`src/rtl/volume_median_filter_3x3x3_assert.svh`:
```
`ifndef VOLUME_MEDIAN_FILTER_3X3X3_ASSERT_SVH
`define VOLUME_MEDIAN_FILTER_3X3X3_ASSERT_SVH

// Same-cycle implication, sampled on clk, off while rst_n is low.
`define VMF_ASSERT_NOW(label, ante, cons, msg) \
  label: assert property (@(posedge clk) disable iff (!rst_n) (ante) |-> (cons)) \
    else $error(msg);

// Next-cycle implication, sampled on clk, off while rst_n is low.
`define VMF_ASSERT_NEXT(label, ante, cons, msg) \
  label: assert property (@(posedge clk) disable iff (!rst_n) (ante) |=> (cons)) \
    else $error(msg);

`endif

```
`src/rtl/vmf_pkg.sv`:
```
package vmf_pkg;

  localparam int SAMPLE_W    = 16;
  localparam int COORD_W     = 5;
  localparam int EDGE_W      = 6;
  localparam int MAX_EDGE    = 32;
  localparam int ADDR_W      = 3 * COORD_W;
  localparam int STORE_DEPTH = MAX_EDGE * MAX_EDGE * MAX_EDGE;

  // The median of 27 is the largest of the 14 smallest values.
  localparam int MID_RANK    = 13;
  localparam int KEEP        = MID_RANK + 1;
  localparam int KEEP_IDX_W  = $clog2(KEEP);
  localparam int KEEP_CNT_W  = $clog2(KEEP + 1);

  localparam logic FUNC_WRITE = 1'b0;
  localparam logic FUNC_QUERY = 1'b1;

  typedef logic signed [SAMPLE_W-1:0] sample_t;

  typedef struct packed {
    logic clear;
    logic load;
  } sel_cmd_t;

  typedef struct packed {
    logic busy;
  } sel_stat_t;

endpackage

```
`src/rtl/vmf_select.sv`:
```
module vmf_select (
  input  logic             clk,
  input  logic             rst_n,
  input  vmf_pkg::sel_cmd_t  cmd_i,
  input  vmf_pkg::sample_t   key_i,
  output vmf_pkg::sel_stat_t stat_o,
  output vmf_pkg::sample_t   median_o
);
  import vmf_pkg::*;

  sample_t                 s_r [KEEP];
  sample_t                 key_r;
  logic [KEEP_IDX_W-1:0]   p_r;
  logic [KEEP_CNT_W-1:0]   cnt_r;
  logic                    busy_r;
  logic                    first_r;

  logic [KEEP_IDX_W-1:0]   cmp_idx;
  logic                    gt;
  logic                    full;
  logic                    place;
  logic                    shift;
  logic                    wr_en;
  sample_t                 wr_data;

  assign full = (cnt_r == KEEP_CNT_W'(KEEP));

  // One comparator: against the top slot on a full list, else the slot below the hole.
  assign cmp_idx = (first_r || p_r == '0) ? KEEP_IDX_W'(KEEP - 1) : p_r - 1'b1;
  assign gt      = s_r[cmp_idx] > key_r;

  assign place   = busy_r && !first_r && (p_r == '0 || !gt);
  assign shift   = busy_r && !first_r && p_r != '0 && gt;
  assign wr_en   = place || shift;
  assign wr_data = place ? key_r : s_r[cmp_idx];

  always_ff @(posedge clk) begin
    if (!rst_n) begin
      busy_r  <= 1'b0;
      first_r <= 1'b0;
      cnt_r   <= '0;
      p_r     <= '0;
    end else if (cmd_i.clear) begin
      cnt_r <= '0;
    end else if (cmd_i.load) begin
      busy_r <= 1'b1;
      if (full) begin
        p_r     <= KEEP_IDX_W'(KEEP - 1);
        first_r <= 1'b1;
      end else begin
        p_r     <= KEEP_IDX_W'(cnt_r);
        first_r <= 1'b0;
      end
    end else if (busy_r) begin
      if (first_r) begin
        // drop the key if it is not below the current top, else evict the top
        first_r <= 1'b0;
        if (!gt) begin
          busy_r <= 1'b0;
        end
      end else if (place) begin
        busy_r <= 1'b0;
        if (!full) begin
          cnt_r <= cnt_r + 1'b1;
        end
      end else begin
        p_r <= p_r - 1'b1;
      end
    end
  end

  always_ff @(posedge clk) begin
    if (cmd_i.load) begin
      key_r <= key_i;
    end
    if (wr_en) begin
      s_r[p_r] <= wr_data;
    end
  end

  assign stat_o.busy = busy_r;
  assign median_o    = s_r[KEEP-1];

endmodule

```
`config.mk`:
```
export PLATFORM = sky130hd
export DESIGN_NAME = vmf_select
export DESIGN_NICKNAME = d
export VERILOG_FILES = /design/src/rtl/volume_median_filter_3x3x3_assert.svh /design/src/rtl/vmf_pkg.sv /design/src/rtl/vmf_select.sv
export SDC_FILE = /design/constraint.sdc
export NUM_CORES = 1
export LEC_CHECK = 0
export ABC_AREA = 1
export BUFFER_PORTS_ARGS = -buffer_cell sky130_fd_sc_hd__clkbuf_2
export CORE_MARGIN = 5
export CORE_UTILIZATION = 45
export DETAILED_ROUTE_END_ITERATION = 8
export PLACE_DENSITY = 0.62
export SLEW_MARGIN = 20
export SYNTH_ARGS = -nofsm -noshare
export SYNTH_HDL_FRONTEND = slang
export SYNTH_SLANG_ARGS = --single-unit
```
`constraint.sdc`:
```
create_clock -name clk -period 11.07 [get_ports clk]
set_input_delay 0.5535 -clock clk [delete_from_list [all_inputs] [get_ports clk]]
set_output_delay 0.5535 -clock clk [all_outputs]
set_load 0.01 [all_outputs]
```
==> flow_metrics.py <==
metrics = {
    "status": {
        "status": "complete, no violations",
    },
    "yosys": {
        "synthTopCellsByArea": "edfxtp_1 (67%), nand2_1 (9.2%), nand3_1 (7.6%)",
        "ys.warnings.count": 0,
        "synth-simple-area-share_pct": 19.07,
        "synthesis.area_sq_mm": 0.01077,
        "synth_top_family_by_area": "simple AND/OR/NAND/NOR gates",
        "post-synth-top-area-fraction_pct": 66.93,
        "yosysMostFrequentCell": "nand2_1",
        "synth_seq_cells": 250,
        "synth_cells": 933,
        "synth-compound-area-share_pct": 3.347,
        "synthMuxAreaShare_pct": 1.394,
        "synth_commonest_cells": "nand2_1 (265), edfxtp_1 (240), nand3_1 (164)",
        "ys_types": 32,
        "yosysSeqAreaShare_pct": 68.79,
        "synthesis.nets": 976,
        "synth_enable_flop_cells": 240,
        "syn_avg_cell_area_sq_um": 11.54,
        "yosys.area_share.adder_pct": 2.673,
        "ys.flop_type": "edfxtp_1",
        "synth_top_area_cell": "edfxtp_1",
        "ys_async_sr_fraction_pct": 0,
        "synth_xor_area_share_pct": 0.3254,
    },
    "critical_path": {
        "crit_arrival_ns": 6.00,
        "path_class": "flop to flop",
        "cp.required_ns": 11.26,
        "cp-end-kind": "flop",
        "slowest_delay_ns": 0.79,
        "worstPathCellList": "inv_1 > ha_1 > nand2_2 > nand2_4 > nor2_4 > buf_4 > nand2_1 > nand3_1 > nand3_1 > nand3_1 > nand2_1 > inv_1 > ha_1 > a21oi_1 > o21ai_1 > nor2_1 > nand2_1 > nand2_1 > nand3_1 > nand2_1 > nand2_1 > buf_4 > o21ai_1",
        "cp_common_cell": "nand2_1",
        "crit_buf_inv": 4,
        "start_kind": "flop",
        "worst-path-max-fanout": 39,
        "cp_top_family": "simple AND/OR/NAND/NOR gates",
        "crit_slowest_cell": "o21ai_1",
    },
    "route": {
        "drtAntennaViolNets": 0,
        "drc": 0,
        "via_per_inst": 5.402,
        "wl_um": 27140,
        "met2WireLength_um": 12280,
        "drt-pass1-iter-count": 5,
        "wl_met3_um": 2119,
        "highest-signal-layer": "met4",
        "wire_per_inst_um": 20.75,
        "dr_total_vias": 7066,
        "wl_met1_um": 12120,
        "drtIter0Drc": 711,
    },
    "clocking": {
        "ctsResizeCount": 0,
        "clk_pin_slew_worst_paths_ns": 0.06,
        "h-tree-depth": 1,
        "cts_tree": "built",
        "cts_hold_buf": 0,
        "cts_buffer_depth": 3,
        "numCtsBuffers": 26,
        "worstSkewPairLatency_ns": 0.53,
        "clock_sinks": 250,
        "cts_root_buf": "clkbuf_16",
        "post_cts_buffers": 0,
    },
    "cells_and_area": {
        "fin_nets": 1013,
        "insertedDiodeCount": 0,
        "layout-drive-gt1-share_pct": 11.43,
        "postLayoutCoreUtil_pct": 51.64,
        "area_growth_pct": 12.90,
    },
    "timing": {
        "finalHoldViolCount": 0,
        "fin_tns_setup_ns": 0,
        "maxSlewViolCount": 0,
        "tightest_slew_ns": 1.113,
        "slew_headroom_pct": 25.83,
        "clock_skew_ns": 0.02118,
        "period_share_pct": 52.50,
        "fmax_ghz": 0.1721,
        "period_minus_slack_ns": 5.812,
        "setup_violations": 0,
        "rsz0062_at_grt": "no",
    },
    "grt": {
        "grt_pass1_wl_um": 41400,
        "antenna_found_initial": 0,
        "grt-ovfl-total": 0,
        "grtUsageTotal_pct": 20.34,
        "grt_pass1_vias": 6987,
        "grt_max_degree": 73,
    },
    "die": {
        "dieHeight_um": 164.7,
        "die-area_sq_mm": 0.02712,
        "rows": 56,
        "start_util_pct": 45.74,
        "pin_count": 37,
        "die_w_um": 164.7,
        "core-area_sq_mm": 0.02354,
    },
    "pwr": {
        "combPwrFrac_pct": 17.2,
        "p_per_area_mw_per_mm2": 207.4,
        "p_sw_share_pct": 27.29,
        "p_seq_share_pct": 46.7,
        "p_int_uw": 1833,
        "p_sw_uw": 688.1,
        "clock_power_share_pct": 36.1,
        "ir_drop_uv": 122.1,
        "leakage_uw": 0.004500,
    },
    "place": {
        "place_congestion": 0.8357,
        "portBuffers": 36,
        "dpl.hpwl_um": 15450,
    },
    "worst_hold_path": {
        "min_path_type": "input port to flop",
    },
    "run": {
        "cap_violations": 0,
    },
}
cells in the final DEF (no fill, tap or decap), drive strengths merged:
| cell | count |
|---|---|
| a21o | 1 |
| clkinvlp | 1 |
| xor2 | 2 |
| nor2 | 36 |
| o21bai | 1 |
| xnor2 | 2 |
| buf | 17 |
| clkbuf | 69 |
| mux2i | 15 |
| o22ai | 2 |
| edfxtp | 240 |
| bufinv | 5 |
| a21oi | 12 |
| dfxtp | 10 |
| o21ai | 26 |
| nand4 | 6 |
| ha | 23 |
| o211ai | 18 |
| nand2 | 269 |
| nand3 | 164 |
| a211oi | 1 |
| clkinv | 8 |
| or2 | 2 |
| inv | 59 |
power by group through the flow:
| stage | registers (uW) | clock network (uW) | logic (uW) |
|---|---|---|---|
| after detailed placement | 1200 | 0 | 428 |
| after floorplan | 1190 | 0 | 302 |
| final | 1180 | 911 | 433 |
| after global routing | 1180 | 963 | 483 |
| after CTS | 1180 | 921 | 430 |
| after global placement | 1200 | 0 | 423 |
final timing paths:
| kind | start | endpoint | slack (ns) | cells past startpoint |
|---|---|---|---|---|
| setup / recovery | p_r[1]$_SDFFE_PN0P_ | s_r[7][3]$_DFFE_PP_ | 5.26 | 23 |
| hold / removal | key_i[6] | key_r[6]$_DFFE_PP_ | 0.19 | 1 |
| setup reg to reg | p_r[1]$_SDFFE_PN0P_ | s_r[7][3]$_DFFE_PP_ | 5.26 | 23 |
| hold reg to reg | cnt_r[0]$_SDFFE_PP0P_ | cnt_r[0]$_SDFFE_PP0P_ | 0.51 | 2 |
flip-flops by register name (all words and copies together) (netlist names):
| register | count |
|---|---|
| s_r | 224 |
| first_r | 1 |
| key_r | 16 |
| stat_o | 1 |
| cnt_r | 4 |
| p_r | 4 |
worst reg2reg max path, cell delays in order, from the launching register on:
cell and delay (ns):
dfxtp_1 0.37, inv_1 0.12, ha_1 0.23, nand2_2 0.14, nand2_4 0.09, nor2_4 0.62
buf_4 0.63, nand2_1 0.11, nand3_1 0.13, nand3_1 0.11, nand3_1 0.13, nand2_1 0.13
inv_1 0.08, ha_1 0.24, a21oi_1 0.16, o21ai_1 0.07, nor2_1 0.19, nand2_1 0.08
nand2_1 0.08, nand3_1 0.10, nand2_1 0.08, nand2_1 0.40, buf_4 0.39, o21ai_1 0.80
layer usage:
| metal | vias up | global-route usage, % |
|---|---|---|
| met2 | 258 | 31.55 |
| met3 | 42 | 3.219 |
| li1 | 3343 | - |
| met1 | 3423 | 30.27 |
| met5 | - | 0 |
| met4 | 0 | 4.991 |
cell type report:
cell class              instances  area (sq um)
clock buffers                  33         698.2
clock inverters                14         190.2
fillers                      2065         11390
inverters                      59         221.5
multi-input cells             580          2932
flip-flops and latches        250          7408
well taps                     319         399.1
repair buffers                 53         307.8
per-stage QoR:
step | hold WS (ns) | setup WS, ns | cells | total power [uW] | area [sq um]
final | 0.1932 | 5.258 | 1308 | 2521 | 12160
after global routing | 0.1798 | 4.928 | 1308 | 2625 | 12160
after CTS | 0.1751 | 5.395 | 1308 | 2528 | 12160
after detailed placement | 0.5003 | 5.416 | 1261 | 1626 | 11270
after global placement | 0.5007 | 5.568 | 1261 | 1620 | 11270
after floorplan | 0.4715 | 7.320 | 933 | 1492 | 10770
cells by family after synthesis:
group                      after synthesis
muxes                                   15
buffers and inverters                  103
and+or+nand+nor                        477
AOI/OAI and AO/OA                       61
DFF                                    250
adders and majority gates               23
xor gates and xnor gates                 4
(Power assumes the default switching activity.)
